==> src/hdl/erc_pkg.sv <==
`timescale 1ns / 1ps
`default_nettype none

package erc_pkg;

  // Car geometry.
  localparam int FLOORS  = 4;
  localparam int FLOOR_W = $clog2(FLOORS);

  // Tick counters and configuration port.
  localparam int TICK_W  = 16;
  localparam int CFG_IDX_W = 1;
  localparam logic [TICK_W-1:0] DOOR_TICKS_RST      = TICK_W'(30);
  localparam logic [TICK_W-1:0] STOP_HOLD_TICKS_RST = TICK_W'(1500);

  // Configuration register indexes.
  localparam logic [CFG_IDX_W-1:0] CFG_DOOR_TICKS      = CFG_IDX_W'(0);
  localparam logic [CFG_IDX_W-1:0] CFG_STOP_HOLD_TICKS = CFG_IDX_W'(1);

  // Travel direction and motor command codes.
  typedef enum logic [1:0] {
    DIR_STILL = 2'd0,
    DIR_UP    = 2'd1,
    DIR_DOWN  = 2'd2
  } dir_t;

  // Controller modes.
  typedef enum logic [4:0] {
    MODE_RUNNING   = 5'b00001,
    MODE_DOOR      = 5'b00010,
    MODE_STOP_HELD = 5'b00100,
    MODE_STOP_HOLD = 5'b01000,
    MODE_STOP_WAIT = 5'b10000
  } mode_t;

  // What the direction chooser looks at.
  typedef struct packed {
    logic [FLOORS-1:0]  pending;
    logic [FLOOR_W-1:0] floor;
    dir_t               dir;
  } dir_req_t;

endpackage

`default_nettype wire

==> src/hdl/elevator_request_controller.sv <==
`timescale 1ns / 1ps
`default_nettype none

// Elevator request controller. Every panel sample transferred on the input
// channel yields exactly one result on the output channel. The block takes
// one sample per clock cycle while the output does not stall; a result
// passes two register stages (an input register, then the controller state
// and the result register, which are updated together). Stall on the output
// holds the pipeline, and a sample is still taken while a finished result
// waits, as long as the input register is free to move on. Write the tick
// registers only while no sample is in flight.

module elevator_request_controller
  import erc_pkg::*;
(
  input  wire logic                 clk,
  input  wire logic                 rst_n,
  // Configuration writes
  input  wire logic                 cfg_valid,
  output logic                      cfg_ready,
  input  wire logic [CFG_IDX_W-1:0] cfg_index,
  input  wire logic [TICK_W-1:0]    cfg_data,
  // Panel samples
  input  wire logic                 in_valid,
  output logic                      in_stall,
  input  wire logic                 in_floor_valid,
  input  wire logic [FLOOR_W-1:0]   in_floor_number,
  input  wire logic [FLOORS-1:0]    in_hall_up_pressed,
  input  wire logic [FLOORS-1:0]    in_hall_down_pressed,
  input  wire logic [FLOORS-1:0]    in_car_pressed,
  input  wire logic                 in_stop_pressed,
  input  wire logic                 in_obstructed,
  // Results
  output logic                      out_valid,
  input  wire logic                 out_stall,
  output logic [1:0]                out_motor_command,
  output logic [1:0]                out_travel_direction,
  output logic                      out_door_lamp,
  output logic                      out_stop_lamp,
  output logic [FLOORS-1:0]         out_up_lamps,
  output logic [FLOORS-1:0]         out_down_lamps,
  output logic [FLOORS-1:0]         out_car_lamps,
  output logic [FLOOR_W-1:0]        out_floor_indicator
);

  // Configuration registers
  logic [TICK_W-1:0] door_ticks_r;
  logic [TICK_W-1:0] stop_hold_ticks_r;

  // Input register
  logic               s1_valid_r;
  logic               s1_floor_valid_r;
  logic [FLOOR_W-1:0] s1_floor_number_r;
  logic [FLOORS-1:0]  s1_up_r;
  logic [FLOORS-1:0]  s1_down_r;
  logic [FLOORS-1:0]  s1_car_r;
  logic               s1_stop_r;
  logic               s1_obstr_r;

  // Controller state
  logic [FLOORS-1:0]  up_req_r, up_req_nxt;
  logic [FLOORS-1:0]  down_req_r, down_req_nxt;
  logic [FLOORS-1:0]  car_req_r, car_req_nxt;
  logic [FLOOR_W-1:0] last_floor_r, last_floor_nxt;
  dir_t               dir_r, dir_nxt;
  mode_t              mode_r, mode_nxt;
  logic [TICK_W-1:0]  tick_r, tick_nxt;

  // Result register
  logic               out_valid_r;
  dir_t               motor_nxt;

  // Work signals
  logic               out_ready;
  logic               s1_fire;
  logic               at_floor;
  logic [FLOORS-1:0]  up_lat;
  logic [FLOORS-1:0]  down_lat;
  logic [FLOORS-1:0]  car_lat;
  logic [FLOORS-1:0]  keep_mask;
  logic               any_lat;
  logic               serve_here;
  dir_req_t           dir_req;
  dir_t               dir_decided;

  // Configuration writes are always taken.
  assign cfg_ready = 1'b1;

  always_ff @(posedge clk) begin
    if (!rst_n) begin
      door_ticks_r      <= DOOR_TICKS_RST;
      stop_hold_ticks_r <= STOP_HOLD_TICKS_RST;
    end else if (cfg_valid && cfg_ready) begin
      case (cfg_index)
        CFG_DOOR_TICKS:      door_ticks_r      <= cfg_data;
        CFG_STOP_HOLD_TICKS: stop_hold_ticks_r <= cfg_data;
        default: begin
        end
      endcase
    end
  end

  // Pipeline flow: the result register frees up when it is empty or taken.
  assign out_ready = !out_valid_r || !out_stall;
  assign s1_fire   = s1_valid_r && out_ready;
  assign in_stall  = s1_valid_r && !out_ready;

  always_ff @(posedge clk) begin
    if (!rst_n) begin
      s1_valid_r <= 1'b0;
    end else if (!in_stall) begin
      s1_valid_r <= in_valid;
    end
  end

  always_ff @(posedge clk) begin
    if (in_valid && !in_stall) begin
      s1_floor_valid_r  <= in_floor_valid;
      s1_floor_number_r <= in_floor_number;
      s1_up_r           <= in_hall_up_pressed;
      s1_down_r         <= in_hall_down_pressed;
      s1_car_r          <= in_car_pressed;
      s1_stop_r         <= in_stop_pressed;
      s1_obstr_r        <= in_obstructed;
    end
  end

  // Requests with this sample's buttons added, and the floor seen now.
  assign at_floor  = s1_floor_valid_r &&
                     ({1'b0, s1_floor_number_r} < (FLOOR_W + 1)'(FLOORS));
  assign up_lat    = up_req_r | s1_up_r;
  assign down_lat  = down_req_r | s1_down_r;
  assign car_lat   = car_req_r | s1_car_r;
  assign any_lat   = |(up_lat | down_lat | car_lat);
  assign keep_mask = ~(FLOORS'(1) << s1_floor_number_r);

  // Direction chooser on the updated requests.
  assign dir_req.pending = up_lat | down_lat | car_lat;
  assign dir_req.floor   = s1_floor_number_r;
  assign dir_req.dir     = dir_r;

  erc_dir u_dir (
    .req     (dir_req),
    .dir_nxt (dir_decided)
  );

  // Stop here for a cab call, or a hall call in the new direction.
  assign serve_here = car_lat[s1_floor_number_r] ||
                      (up_lat[s1_floor_number_r] && (dir_decided == DIR_UP)) ||
                      (down_lat[s1_floor_number_r] && (dir_decided == DIR_DOWN));

  // Mode sequencing and request bookkeeping for one sample.
  always_comb begin
    up_req_nxt     = up_req_r;
    down_req_nxt   = down_req_r;
    car_req_nxt    = car_req_r;
    last_floor_nxt = last_floor_r;
    dir_nxt        = dir_r;
    mode_nxt       = mode_r;
    tick_nxt       = tick_r;
    motor_nxt      = DIR_STILL;

    case (mode_r)
      MODE_RUNNING: begin
        if (s1_stop_r) begin
          up_req_nxt   = '0;
          down_req_nxt = '0;
          car_req_nxt  = '0;
          mode_nxt     = MODE_STOP_HELD;
        end else begin
          up_req_nxt   = up_lat;
          down_req_nxt = down_lat;
          car_req_nxt  = car_lat;
          if (at_floor) begin
            last_floor_nxt = s1_floor_number_r;
            dir_nxt        = dir_decided;
            if (serve_here) begin
              up_req_nxt   = up_lat & keep_mask;
              down_req_nxt = down_lat & keep_mask;
              car_req_nxt  = car_lat & keep_mask;
              tick_nxt     = door_ticks_r;
              mode_nxt     = MODE_DOOR;
            end else begin
              motor_nxt = dir_decided;
            end
          end else begin
            motor_nxt = dir_r;
          end
        end
      end
      MODE_DOOR: begin
        if (s1_stop_r) begin
          up_req_nxt   = '0;
          down_req_nxt = '0;
          car_req_nxt  = '0;
          mode_nxt     = MODE_STOP_HELD;
        end else begin
          up_req_nxt   = up_lat;
          down_req_nxt = down_lat;
          car_req_nxt  = car_lat;
          if (s1_obstr_r) begin
            tick_nxt = door_ticks_r;
          end else if (tick_r <= TICK_W'(1)) begin
            if (at_floor) begin
              up_req_nxt   = up_lat & keep_mask;
              down_req_nxt = down_lat & keep_mask;
              car_req_nxt  = car_lat & keep_mask;
            end
            if (!(|(up_req_nxt | down_req_nxt | car_req_nxt))) begin
              dir_nxt = DIR_STILL;
            end
            tick_nxt = '0;
            mode_nxt = MODE_RUNNING;
          end else begin
            tick_nxt = tick_r - TICK_W'(1);
          end
        end
      end
      MODE_STOP_HELD: begin
        if (!s1_stop_r) begin
          tick_nxt = stop_hold_ticks_r;
          mode_nxt = MODE_STOP_HOLD;
        end
      end
      MODE_STOP_HOLD: begin
        if (s1_stop_r) begin
          up_req_nxt   = '0;
          down_req_nxt = '0;
          car_req_nxt  = '0;
          mode_nxt     = MODE_STOP_HELD;
        end else if (tick_r <= TICK_W'(1)) begin
          tick_nxt = '0;
          mode_nxt = MODE_STOP_WAIT;
        end else begin
          tick_nxt = tick_r - TICK_W'(1);
        end
      end
      MODE_STOP_WAIT: begin
        if (s1_stop_r) begin
          up_req_nxt   = '0;
          down_req_nxt = '0;
          car_req_nxt  = '0;
          mode_nxt     = MODE_STOP_HELD;
        end else begin
          up_req_nxt   = up_lat;
          down_req_nxt = down_lat;
          car_req_nxt  = car_lat;
          if (any_lat) begin
            if (at_floor) begin
              last_floor_nxt = s1_floor_number_r;
              dir_nxt        = dir_decided;
            end
            mode_nxt = MODE_RUNNING;
          end
        end
      end
      default: begin
        mode_nxt = MODE_RUNNING;
      end
    endcase
  end

  // Controller state advances once per sample.
  always_ff @(posedge clk) begin
    if (!rst_n) begin
      up_req_r     <= '0;
      down_req_r   <= '0;
      car_req_r    <= '0;
      last_floor_r <= '0;
      dir_r        <= DIR_STILL;
      mode_r       <= MODE_RUNNING;
      tick_r       <= '0;
    end else if (s1_fire) begin
      up_req_r     <= up_req_nxt;
      down_req_r   <= down_req_nxt;
      car_req_r    <= car_req_nxt;
      last_floor_r <= last_floor_nxt;
      dir_r        <= dir_nxt;
      mode_r       <= mode_nxt;
      tick_r       <= tick_nxt;
    end
  end

  // Result register.
  always_ff @(posedge clk) begin
    if (!rst_n) begin
      out_valid_r <= 1'b0;
    end else if (out_ready) begin
      out_valid_r <= s1_valid_r;
    end
  end

  always_ff @(posedge clk) begin
    if (s1_fire) begin
      out_motor_command    <= motor_nxt;
      out_travel_direction <= dir_nxt;
      out_door_lamp        <= (mode_nxt == MODE_DOOR) || (mode_nxt == MODE_STOP_HELD) ||
                              (mode_nxt == MODE_STOP_HOLD);
      out_stop_lamp        <= (mode_nxt == MODE_STOP_HELD);
      out_up_lamps         <= up_req_nxt;
      out_down_lamps       <= down_req_nxt;
      out_car_lamps        <= car_req_nxt;
      out_floor_indicator  <= last_floor_nxt;
    end
  end

  assign out_valid = out_valid_r;

  // The motor only runs with the door shut, and only in the travel direction.
  a_motor_matches_dir : assert property (@(posedge clk) disable iff (!rst_n)
    (out_valid_r && (out_motor_command != DIR_STILL)) |->
      ((out_motor_command == out_travel_direction) && !out_door_lamp))
    else $error("motor runs against travel direction or with door open");

  // While the stop button is held every request lamp is dark and the door lamp is lit.
  a_stop_clears_lamps : assert property (@(posedge clk) disable iff (!rst_n)
    (out_valid_r && out_stop_lamp) |->
      ((out_up_lamps == '0) && (out_down_lamps == '0) && (out_car_lamps == '0)
       && out_door_lamp))
    else $error("requests pending while stop is held");

  // The tick counter is zero outside the door, stop-hold and stop-held modes.
  a_tick_idle : assert property (@(posedge clk) disable iff (!rst_n)
    (tick_r != '0) |->
      ((mode_r == MODE_DOOR) || (mode_r == MODE_STOP_HOLD) || (mode_r == MODE_STOP_HELD)))
    else $error("tick counter running in an untimed mode");

endmodule

`default_nettype wire

==> src/hdl/erc_dir.sv <==
`timescale 1ns / 1ps
`default_nettype none

module erc_dir
  import erc_pkg::*;
(
  input  dir_req_t req,
  output dir_t     dir_nxt
);

  logic [FLOOR_W-1:0] top;
  logic [FLOOR_W-1:0] bottom;

  // Highest pending floor; zero when nothing is pending.
  always_comb begin
    top = '0;
    for (int i = 0; i < FLOORS; i++) begin
      if (req.pending[i]) begin
        top = FLOOR_W'(i);
      end
    end
  end

  // Lowest pending floor; the top floor when nothing is pending.
  always_comb begin
    bottom = FLOOR_W'(FLOORS - 1);
    for (int i = FLOORS - 1; i >= 0; i--) begin
      if (req.pending[i]) begin
        bottom = FLOOR_W'(i);
      end
    end
  end

  // Keep going while requests lie ahead, otherwise turn around.
  always_comb begin
    dir_nxt = req.dir;
    case (req.dir)
      DIR_STILL: begin
        if (top > req.floor) begin
          dir_nxt = DIR_UP;
        end else if (bottom < req.floor) begin
          dir_nxt = DIR_DOWN;
        end
      end
      DIR_UP: begin
        if (top <= req.floor) begin
          dir_nxt = DIR_DOWN;
        end
      end
      DIR_DOWN: begin
        if (bottom >= req.floor) begin
          dir_nxt = DIR_UP;
        end
      end
      default: begin
        dir_nxt = req.dir;
      end
    endcase
  end

endmodule

`default_nettype wire
==> config.mk <==
export PLATFORM = sky130hd
export DESIGN_NAME = elevator_request_controller
export DESIGN_NICKNAME = d
export VERILOG_FILES = /design/src/hdl/erc_pkg.sv /design/src/hdl/elevator_request_controller.sv /design/src/hdl/erc_dir.sv
export SDC_FILE = /design/constraint.sdc
export NUM_CORES = 1
export LEC_CHECK = 0
export ABC_AREA = 1
export BUFFER_PORTS_ARGS = -buffer_cell sky130_fd_sc_hd__buf_2
export CAP_MARGIN = 5
export CORE_MARGIN = 5
export CORE_UTILIZATION = 62
export DETAILED_ROUTE_END_ITERATION = 6
export PLACE_DENSITY = 0.83
export SLEW_MARGIN = 20
export SYNTH_ARGS = -nofsm -noshare
export SYNTH_HDL_FRONTEND = slang
export SYNTH_SLANG_ARGS = --single-unit
==> constraint.sdc <==
create_clock -name clk -period 4.1 [get_ports clk]
set_input_delay 0.82 -clock clk [delete_from_list [all_inputs] [get_ports clk]]
set_output_delay 0.82 -clock clk [all_outputs]
set_load 0.01 [all_outputs]
# --- Word-level counts from Yosys, hierarchy flattened ---
# Index checks and enable logic that the tools add are counted.
word_totals:
  ff_bits: 108
  output_inout_bits: 23
  input_bits: 39
  elab_cells: 183
classes:
  mux: 96
  shift: 1
  add_sub_neg: 1
  reduce_logical: 22
  n_eq_ne: 18
  magnitude_cmp: 6
  bitwise_logic: 13
op_table:
  columns: ["operator", "n"]
  rows:
  - ["$mux W4", 39]
  - ["$mux W16", 8]
  - ["$pmux W16 S4", 1]
  - ["$mux W5", 11]
  - ["$pmux W4 S4", 3]
  - ["$mux W2", 22]
  - ["$or A4 B4 Y4", 7]
  - ["$pmux W5 S5", 1]
  - ["$le A16 B1 Y1 const B", 1]
  - ["$sub A16 B1 Y16 const B", 1]
  - ["$and A4 B4 Y4", 3]
  - ["$ne A2 B2 Y1 const B", 6]
  - ["$pmux W2 S3", 2]
  - ["$eq A5 B2 Y1 const B", 2]
  - ["$eq A5 B3 Y1 const B", 2]
  - ["$eq A5 B4 Y1 const B", 2]
  - ["$reduce_and A8 Y1", 1]
  - ["$reduce_or A4 Y1", 2]
  - ["$bmux W1 S2", 3]
  - ["$eq A5 B1 Y1 const B", 1]
  - ["$eq A5 B5 Y1 const B", 1]
  - ["$logic_and A1 B1 Y1", 5]
  - ["$logic_or A1 B1 Y1", 5]
  - ["$mux W1", 5]
  - ["other kinds (16)", 23]

# --- Depth between registers and ports, before layout ---
# Gate-level depths: netlist of run 1.
depth:
  word_depth: 21
  ltp_mapped: 20
  ltp_nobuf: 20

# --- By module ---
# A second synthesis of run 1 with hierarchy kept.
unflattened:
  cells_unflattened: 839
  hier_area_um2: 5761.8
modules_own_cells:
  columns: ["mod", "cells_each", "area_each_um2", "seq_area_each_um2", "instances"]
  rows:
  - ["elevator_request_controller", 811, 5606.6, 2532.4, 1]
  - ["erc_dir", 28, 155.1, 0.0, 1]

# --- Worst setup path after synthesis of run 1 ---
# Ideal clock, no wire load.
synth_timing:
  path_type: "register -> register"
  startpoint: "register s1_car_r[3]"
  endpoint: "register out_up_lamps[2] (data pin)"
  setup_time_ns: 0.251
  n_path_buf: 0
  setup_slack_ns: 1.745
  synth_period_minus_slack_ns: 2.355
  stages_incl_launch_ff: 20
  required_ns: 3.849
  arrival_time_ns: 2.105
  cell_sequence: "edfxtp_1 > inv_1 > nand2_1 > inv_1 > nand3_1 > nor2_1 > inv_1 > ha_1 > nand2_1 > nand2_1 > nand2_1 > nand2_1 > o21ai_0 > nand3_1 > nand4_4 > nand2_1 > nand2_1 > nand3_1 > nand2_1 > inv_1"
synth_between:
  elab_chain_len: 14
  word_cells_on_any_way: 20
  cone_classes: "order compare: 2; eq/ne: 2; mux: 10; bitwise: 2; reduce/logical: 4"
synth_rtl:
  columns: ["item", "line", "text"]
  rows:
  - ["start: declaration", "elevator_request_controller.sv:56", "logic [FLOORS-1:0] s1_car_r;"]
  - ["start signal: assignment", "elevator_request_controller.sv:122", "s1_car_r <= in_car_pressed;"]
  - ["$or A4 B4 Y4 (*)", "elevator_request_controller.sv:133", "assign car_lat = car_req_r | s1_car_r;"]
  - ["$or A4 B4 Y4", "elevator_request_controller.sv:138", "assign dir_req.pending = up_lat | down_lat | car_lat;"]
  - ["$mux W2", "erc_dir.sv:18", "if (req.pending[i]) begin"]
  - ["$le A2 B2 Y1 / $gt A2 B2 Y1 (equally long branches)", "erc_dir.sv:46, erc_dir.sv:39", null]
  - ["$mux W2, on equally long branches", "erc_dir.sv:46, erc_dir.sv:39", null]
  - ["$pmux W2 S3", "erc_dir.sv:37", "case (req.dir)"]
  - ["$eq A2 B1 Y1", "elevator_request_controller.sv:149", "(up_lat[s1_floor_number_r] && (dir_decided == DIR_UP)) ||"]
  - ["$logic_and A1 B1 Y1", "elevator_request_controller.sv:149", null]
  - ["$logic_or A1 B1 Y1", "elevator_request_controller.sv:148", "assign serve_here = car_lat[s1_floor_number_r] ||"]
  - ["$logic_or A1 B1 Y1 (*)", "elevator_request_controller.sv:149", null]
  - ["$mux W4 (*)", "elevator_request_controller.sv:177", "if (serve_here) begin"]
  - ["$mux W4 (*)", "elevator_request_controller.sv:174", "if (at_floor) begin"]
  - ["$mux W4 (*)", "elevator_request_controller.sv:165", "if (s1_stop_r) begin"]
  - ["$pmux W4 S4 (*)", "elevator_request_controller.sv:163", "case (mode_r)"]
  - ["named net up_req_nxt[2]", "elevator_request_controller.sv:61", "logic [FLOORS-1:0] up_req_r, up_req_nxt;"]
  - ["end signal: assignment", "elevator_request_controller.sv:300", "out_up_lamps <= up_req_nxt;"]
  - ["end: declaration", "elevator_request_controller.sv:40", "output logic [FLOORS-1:0] out_up_lamps,"]
# Mark *: on every way through the listed nets, which the timed path passes. The rest lies on a longest branch. The select of a mux whose other input is x is not followed.
# A chain may end at the register's enable or synchronous reset.

# --- Worst setup path in the final report of run 1 ---
# Ends and elaborated chain as after synthesis.

==> summary.md, run 1 <==
| Metric | Value |
|---|---|
| Crit path required time | 4240 ps |
| WS Path Type | flop to flop |
| Post-synth top area cell | dfxtp_1 |
| Hold WC Path Type | flop to flop |
| WL final | ~15,000 um |
| Final worst path period need | 2870 ps |
| Clock transition at path regs | ~110 ps |
| Number of max-cap violations | 0 |
| Cell row count | 35 |
| Yosys warnings | 0 |
| Lkg Pwr | 2.96 nW |
| Syn Nets | 858 |
| CTS Sinks | about 110 |
| # diodes | 0 |
| Syn_area_per_cell | 7.28 um^2 |
| Gate count of the mapped netlist | between 800 and 900 |
| Met2 Routed Length | 6700 um |
| Fill cells | between 800 and 900 |
| Crit path DAT | 3010 ps |
| Post-synth EDFFs | 37 |
| H-tree depth | 3 |
| Die width | 108 um |
| Setup crit end kind | flop |
| Hold_ws | a little under 500 ps |
| Synth cell types | 48 |
| Largest net degree at the start of global routing | roughly 50 |
| DR pass1 iterations | 6 |
| Slew headroom | 37.8% |
| Total grt overflow | 0 |
| Post-route cell area | between 6000 and 7000 um^2 |
| Fin nets | ~900 |
| Area Growth Syn to Fin | 8.97% |
| Most common cell in the netlist | nand2_1 |
| Clk_skew | between 20 and 25 ps |
| Synth Flop Type | dfxtp_1 |
| CTS buffer count | 9 |
| Worst Tran Pin Value | 930 ps |
| CP max stage cell | edfxtp_1 |
| Per-cell routed wire length | 15.5 um |
| Die Area | between 10,000 and 15,000 um^2 |
| Via-to-Cell Ratio | between 5 and 6 |
| DR WL met3 | about 1600 um |
| Total GRT Usage | between 20% and 30% |
| Clk_lat worst skew | about 380 ps |
| Placed Area | ~6300 um^2 |
| Residual DRC | 0 |
| Synthesized area | about 5900 um^2 |
| Status | complete, no violations |
| Post CTS Setup Buffer Count | 0 |
| Worst path cell trace | inv_1 > nand2_1 > inv_1 > nand3_1 > nor2_1 > inv_1 > ha_1 > nand2_1 > nand2_1 > nand2_1 > nand2_1 > o21ai_0 > nand3_1 > nand4_4 > nand2_1 > nand2_1 > nand3_1 > nand2_1 > inv_1 |
| Number of hold violations in the final report | 0 |
| Area of the multi-input gates | approximately 2900 um^2 |
| First-pass GRT wire length | ~26,000 um |
| Setup TNS | 0 ps |
| Vias in the first global route | about 5.3k |
| CP peak stage delay | approximately 370 ps |
| Post-route ant nets | 0 |
| Most instantiated cells after synthesis | nand2_1, nor2_1, inv_1, dfxtp_1, o21ai_0 |
| Peak supply drop | between 0.2 and 0.25 mV |
| Core area | 9280 um^2 |
| Share of cells above drive strength 1 | between 10% and 20% |
| Fin crit share | between 70% and 80% |
| Initial antenna violation count | 0 |
| DP HPWL | about 11,000 um |
| Routability cong. | slightly above 0.9 |
| CP startpoint kind | flop |
| Largest cells by area after synthesis | dfxtp_1, edfxtp_1, nand2_1 |
| FFs w/ async S/R, synth | 0% |
| Initial Util | between 60% and 70% |
| Layout Utilization | around 69% |
| Max Fclk | 348 MHz |
| Power per cell area | around 400 nW/um^2 |
| IO Pins | 62 |
| Yosys reg bits | between 100 and 150 |
| Highest metal used | met4 |
| Post_cts resized | 0 |
| CTS tree | built |
| Max-slew violations | 0 |
| Most used cell along the critical path | nand2_1 |
| M1 WL | 6940 um |
| Vias post-DR | between 5k and 6k |
| Share of Yosys cell area claimed by the top area cell type | between 20 and 25% |
| Die Y | 108 um |
| Initial drt markers | 618 |
| Final setup viols | 0 |
| CTS max path bufs | 2 |
| Pwr Total | between 2 and 3 mW |
| I/O Buffers | 60 |
| Worst Path Max Fanout | 5 |
| Root Buffer | clkbuf_8 |
| Seq/Total Area, Yosys | 42.8% |
| RSZ-0062 raised after global routing | no |
| Register area | between 2000 and 3000 um^2 |
| Hold_buf cts | 0 |
==> logic make-up after synthesis <==
group | synth area share (%)
compound gates | 15.2
buf+inv | 8.33
other cells | 0.0634
fa+ha+maj | 1.27
flops | 42.8
xor+xnor | 2.07
simple gates | 30.3
==> layer usage <==
| layer | vias to the layer above | GRT usage, % |
|---|---|---|
| met4 | 0 | 5.95 |
| met3 | 12 | 5.34 |
| met1 | 2588 | 40.5 |
| met5 | - | 0 |
| met2 | 286 | 41.6 |
| li1 | 2757 | - |
==> critical path: cells and delay by family, from the launching register on <==
family	cells	cell delay (ps)
compound gates	1	130
flops	1	370
simple gates	13	1510
buf+inv	4	320
fa+ha+maj	1	290
==> worst paths after layout <==
| check | slack (ps) | cells past startpoint | startpoint | endpoint |
|---|---|---|---|---|
| worst max-delay path | 1230 | 19 | s1_car_r[3]$_DFFE_PP_ | out_up_lamps[2]$_DFFE_PP_ |
| worst min-delay path | 480 | 2 | door_ticks_r[2]$_SDFFE_PN1P_ | door_ticks_r[2]$_SDFFE_PN1P_ |
| worst max register to register | 1230 | 19 | s1_car_r[3]$_DFFE_PP_ | out_up_lamps[2]$_DFFE_PP_ |
| worst min register to register | 480 | 2 | door_ticks_r[2]$_SDFFE_PN1P_ | door_ticks_r[2]$_SDFFE_PN1P_ |
==> sequential cells by signal, indices dropped and copies added, names as in the netlist, 4 cells and up <==
name,flops
s1_up_r,4
s1_down_r,4
s1_car_r,4
out_down_lamps,4
out_car_lamps,4
up_req_r,4
out_up_lamps,4
down_req_r,4
car_req_r,4
mode_r,5
stop_hold_ticks_r,16
tick_r,16
door_ticks_r,16
==> power by group <==
group          switching [mW]  internal (mW)
sequential             0.0592           1.19
clock                   0.404          0.238
combinational           0.422          0.196
total                   0.886           1.62
==> placed cells by master (no fill, tap or decap), drive strengths merged <==
master   Yosys  final
inv         89     95
a21o         1      1
clkinv       2      3
o21a         1      1
nand3       58     58
nand3b       1      1
nor3         7      7
a211oi       1      1
o2111ai      4      4
edfxtp      37     37
conb         1      1
or2          3      3
a221oi       1      1
a32oi        1      1
a21oi       59     59
o22ai        2      2
nand2      182    182
buf         10     63
a31oi        4      4
xnor2        4      4
dfxtp       71     71
o21ai       76     76
o21bai       1      1
nand4       18     18
ha           6      6
xor2        10     10
clkbuf      20      9
o211ai       6      6
nor2       137    137
==> cell type report <==
cell class	count	share of cell area (%)
timing repair buffer	63	5.01
tap	129	2.50
clock buffer	9	1.92
multi-input combinational	584	45.0
inverter	91	5.34
clock inverter	7	0.990
sequential	108	39.3
==> per-stage QoR <==
| step | setup slack, ps | cells |
|---|---|---|
| after floorplan | 1740 | 813 |
| after global placement | 1360 | 975 |
| after detailed placement | 1280 | 975 |
| after CTS | 1270 | 991 |
| after global routing | 934 | 991 |
| final | 1230 | 991 |
(Power assumes the default switching activity.)
==> inputs of run 2 (changes only) <==
--- a/config.mk
+++ b/config.mk
@@ -9,9 +9,9 @@
 export BUFFER_PORTS_ARGS = -buffer_cell sky130_fd_sc_hd__buf_2
 export CAP_MARGIN = 5
 export CORE_MARGIN = 5
-export CORE_UTILIZATION = 62
+export CORE_UTILIZATION = 54
 export DETAILED_ROUTE_END_ITERATION = 6
-export PLACE_DENSITY = 0.83
+export PLACE_DENSITY = 0.77
 export SLEW_MARGIN = 20
 export SYNTH_ARGS = -nofsm -noshare
 export SYNTH_HDL_FRONTEND = slang
==> constraint.sdc (replaced) <==
create_clock -name clk -period 2.5 [get_ports clk]
set_input_delay 0.5 -clock clk [delete_from_list [all_inputs] [get_ports clk]]
set_output_delay 0.5 -clock clk [all_outputs]
set_load 0.01 [all_outputs]
==> run 2 against run 1 <==
Clock-buffer cell count rose by 5; worst hold slack got worse by 190 ps; utilization fell by 5.0 points; clock power rose by 71%; the flow now finishes with violations (negative setup slack); clock skew fell by 9.0 ps; largest power group unchanged; largest cell class unchanged; global-route usage fell by 4.4 points.
==> summary.md, run 2 (synthesis gave the netlist of run 1 again) <==
| Metric | Value |
|---|---|
| Status | finished with violations |
| Failing checks | negative setup slack |
| Vias in the first global route | 4,936 (-6.8%) |
| Cells after DPL | 1,015 (+4.1%) |
| Residual DRC | 0 (unchanged) |
| Post-route cell area | 6950 um^2 (+7.9%) |
| Leading cell types in the layout, fill and taps excluded | nand2_1, nor2_1, inv_1, dfxtp_1, buf_2 |
| R2R Setup Slk | -60 ps (-1290 ps) |
| CTS tree | built |
| First-pass GRT wire length | 24,300 um (-4.7%) |
| # diodes | 0 (unchanged) |
| Final WS setup | -59.9 ps (-1290 ps) |
| CTS Sinks | 108 (unchanged) |
| Min-Delay Startpoint | in_car_pressed[2] |
| WL final | 15,300 um (-0.44%) |
| R2R Path End | out_up_lamps[2]$_DFFE_PP_ |
| Worst Tran Pin Value | 979 ps (+48.7 ps) |
| Reg2reg start | s1_down_r[0]$_DFFE_PP_ |
| Hold WC Path Type | input port to flop |
| Placed Area | 6490 um^2 (+3.7%) |
| Fin crit share | 102% (+32 points) |
| Area Growth Syn to Fin | 17.5% |
| Initial drt markers | 568 (-8.1%) |
| H-tree depth | 3 (unchanged) |
| Total grt overflow | 0 (unchanged) |
| Cell row count | 38 (+8.6%) |
| Die width | 115 um (+6.5%) |
| Root Buffer | clkbuf_8 |
| Final worst path period need | 2560 ps (-314 ps) |
| Die Area | 13,200 um^2 (+13%) |
| IO Pins | 62 (unchanged) |
| Total GRT Usage | 23.0% (-4.4 points) |
| Worst Path Max Fanout | 5 (unchanged) |
| Worst Hold End | s1_car_r[2]$_DFFE_PP_ |
| Most common cell after layout, fill and taps aside | nand2_1 |
| Number of hold violations in the final report | 0 (unchanged) |
| Routability cong. | 0.916 (-1.9%) |
| WS Path Type | flop to flop |
| Largest registers | door_ticks_r x16, stop_hold_ticks_r x16, tick_r x16 |
| Number of max-cap violations | 0 (unchanged) |
| Vias post-DR | 5,667 (+0.43%) |
| Reg2reg path depth | 16 (-3) |
| Hold_ws | 293 ps (-190 ps) |
| Clk_skew | 11.3 ps (-8.97 ps) |
| Crit path DAT | 2700 ps (-310 ps) |
| Per-cell routed wire length | 14.7 um (-5.0%) |
| Max-slew violations | 0 (unchanged) |
| Post-route ant nets | 0 (unchanged) |
| Crit path required time | 2640 ps (-1600 ps) |
| Slew headroom | 34.7% (-3.1 points) |
| Clk_lat worst skew | 380 ps (about the same) |
| Setup crit end kind | flop |
| Worst Hold Depth | 1 (-1) |
| Largest net degree at the start of global routing | 50 (-2.0%) |
| Placement Setup Slack | -70.6 ps (-1350 ps) |
| Via-to-Cell Ratio | 5.45 (-4.2%) |
| DR pass1 iterations | 5 (-1) |
| Final setup viols | 11 (+11) |
| CP startpoint kind | flop |
| Share of cells above drive strength 1 | 23.9% (+9.1 points) |
| Die Y | 115 um (+6.5%) |
| DP HPWL | 10,900 um (-4.1%) |
| Initial Util | 54.8% (-8.9 points) |
| Power per cell area | 612 nW/um^2 (+57%) |
| Hold_buf cts | 0 (unchanged) |
| RSZ-0062 raised after global routing | yes |
| Setup TNS | -337 ps (-337 ps) |
| Fin nets | 939 (+4.1%) |
| Peak supply drop | 0.387 mV (+72%) |
| CTS buffer count | 9 (unchanged) |
| CTS max path bufs | 2 (unchanged) |
| Max Fclk | 391 MHz (+12%) |
| Initial antenna violation count | 0 (unchanged) |
| Lkg Pwr | 3.18 nW (+7.5%) |
| Core area | 10,800 um^2 (+16%) |
| I/O Buffers | 60 (unchanged) |
| Finished Layout Cells | 1,039 (+4.8%) |
| Clock transition at path regs | 100 ps (about the same) |
| Layout Utilization | 64.4% (-5.0 points) |
| Pwr Total | 4.26 mW (+70%) |
run 2: cell count changes in the layout (fill, tap and decap cells not counted), sizes merged:
cell | before | now
buf | 63 | 100
inv | 95 | 88
clkbuf | 9 | 14
clkinv | 3 | 5
run 2: metal layers:
layer,routed length [um],global-route usage [%],vias up
li1,-,-,2827
met1,7500,36.8,2612
met2,6420,32.0,208
met3,1090,2.54,20
met4,251,7.44,0
met5,0,0,-
run 2: critical path, stage by stage, from the launching register on:
cell      delay (ps)
edfxtp_1         400
nor2_2           150
nand4_1          190
o21bai_1         200
ha_1             300
nand2_2           90
nand3_2           80
nor2_1           140
nor2_1            50
nand2_1           90
nand3_2          110
nand4_4          140
nand2_2           80
nand2_4           90
nand3_2           70
nand2_2           90
inv_1             50
run 2: layout make-up:
class                           count  area (um^2)
Clock buffer                       14          194
Clock inverter                      2         13.8
Fill cell                         934         3840
Inverter                           91          354
Multi-Input combinational cell    584         3070
Sequential cell                   108         2530
Tap cell                          140          175
Timing Repair Buffer              100          612
run 2: report_power, final:
part           switching (mW)  internal [mW]  leakage (nW)
Sequential             0.0847           1.95         0.941
Combinational           0.725          0.399          2.13
Clock                   0.597          0.507         0.108
Total                    1.41           2.85          3.18
run 2: worst max-delay path by stage:
stage	startpoint	endpoint	slack (ps)	depth (start not counted)
after floorplan	s1_car_r[3]$_DFFE_PP_	out_up_lamps[2]$_DFFE_PP_	140	19
after global placement	s1_down_r[0]$_DFFE_PP_	tick_r[8]$_SDFFE_PN0P_	30	14
after detailed placement	s1_down_r[2]$_DFFE_PP_	tick_r[2]$_SDFFE_PN0P_	-70	17
after CTS	s1_down_r[0]$_DFFE_PP_	out_down_lamps[1]$_DFFE_PP_	6	16
after global routing	s1_down_r[0]$_DFFE_PP_	out_up_lamps[2]$_DFFE_PP_	-250	16
final	s1_down_r[0]$_DFFE_PP_	out_up_lamps[2]$_DFFE_PP_	-60	16
run 2: timing repair:
item	4_1_cts	5_1_grt
endpoints found under the setup margin	36	41
cloned	0	0
setup buffers	3	5
gates resized for setup	10	53
pin swaps	4	13
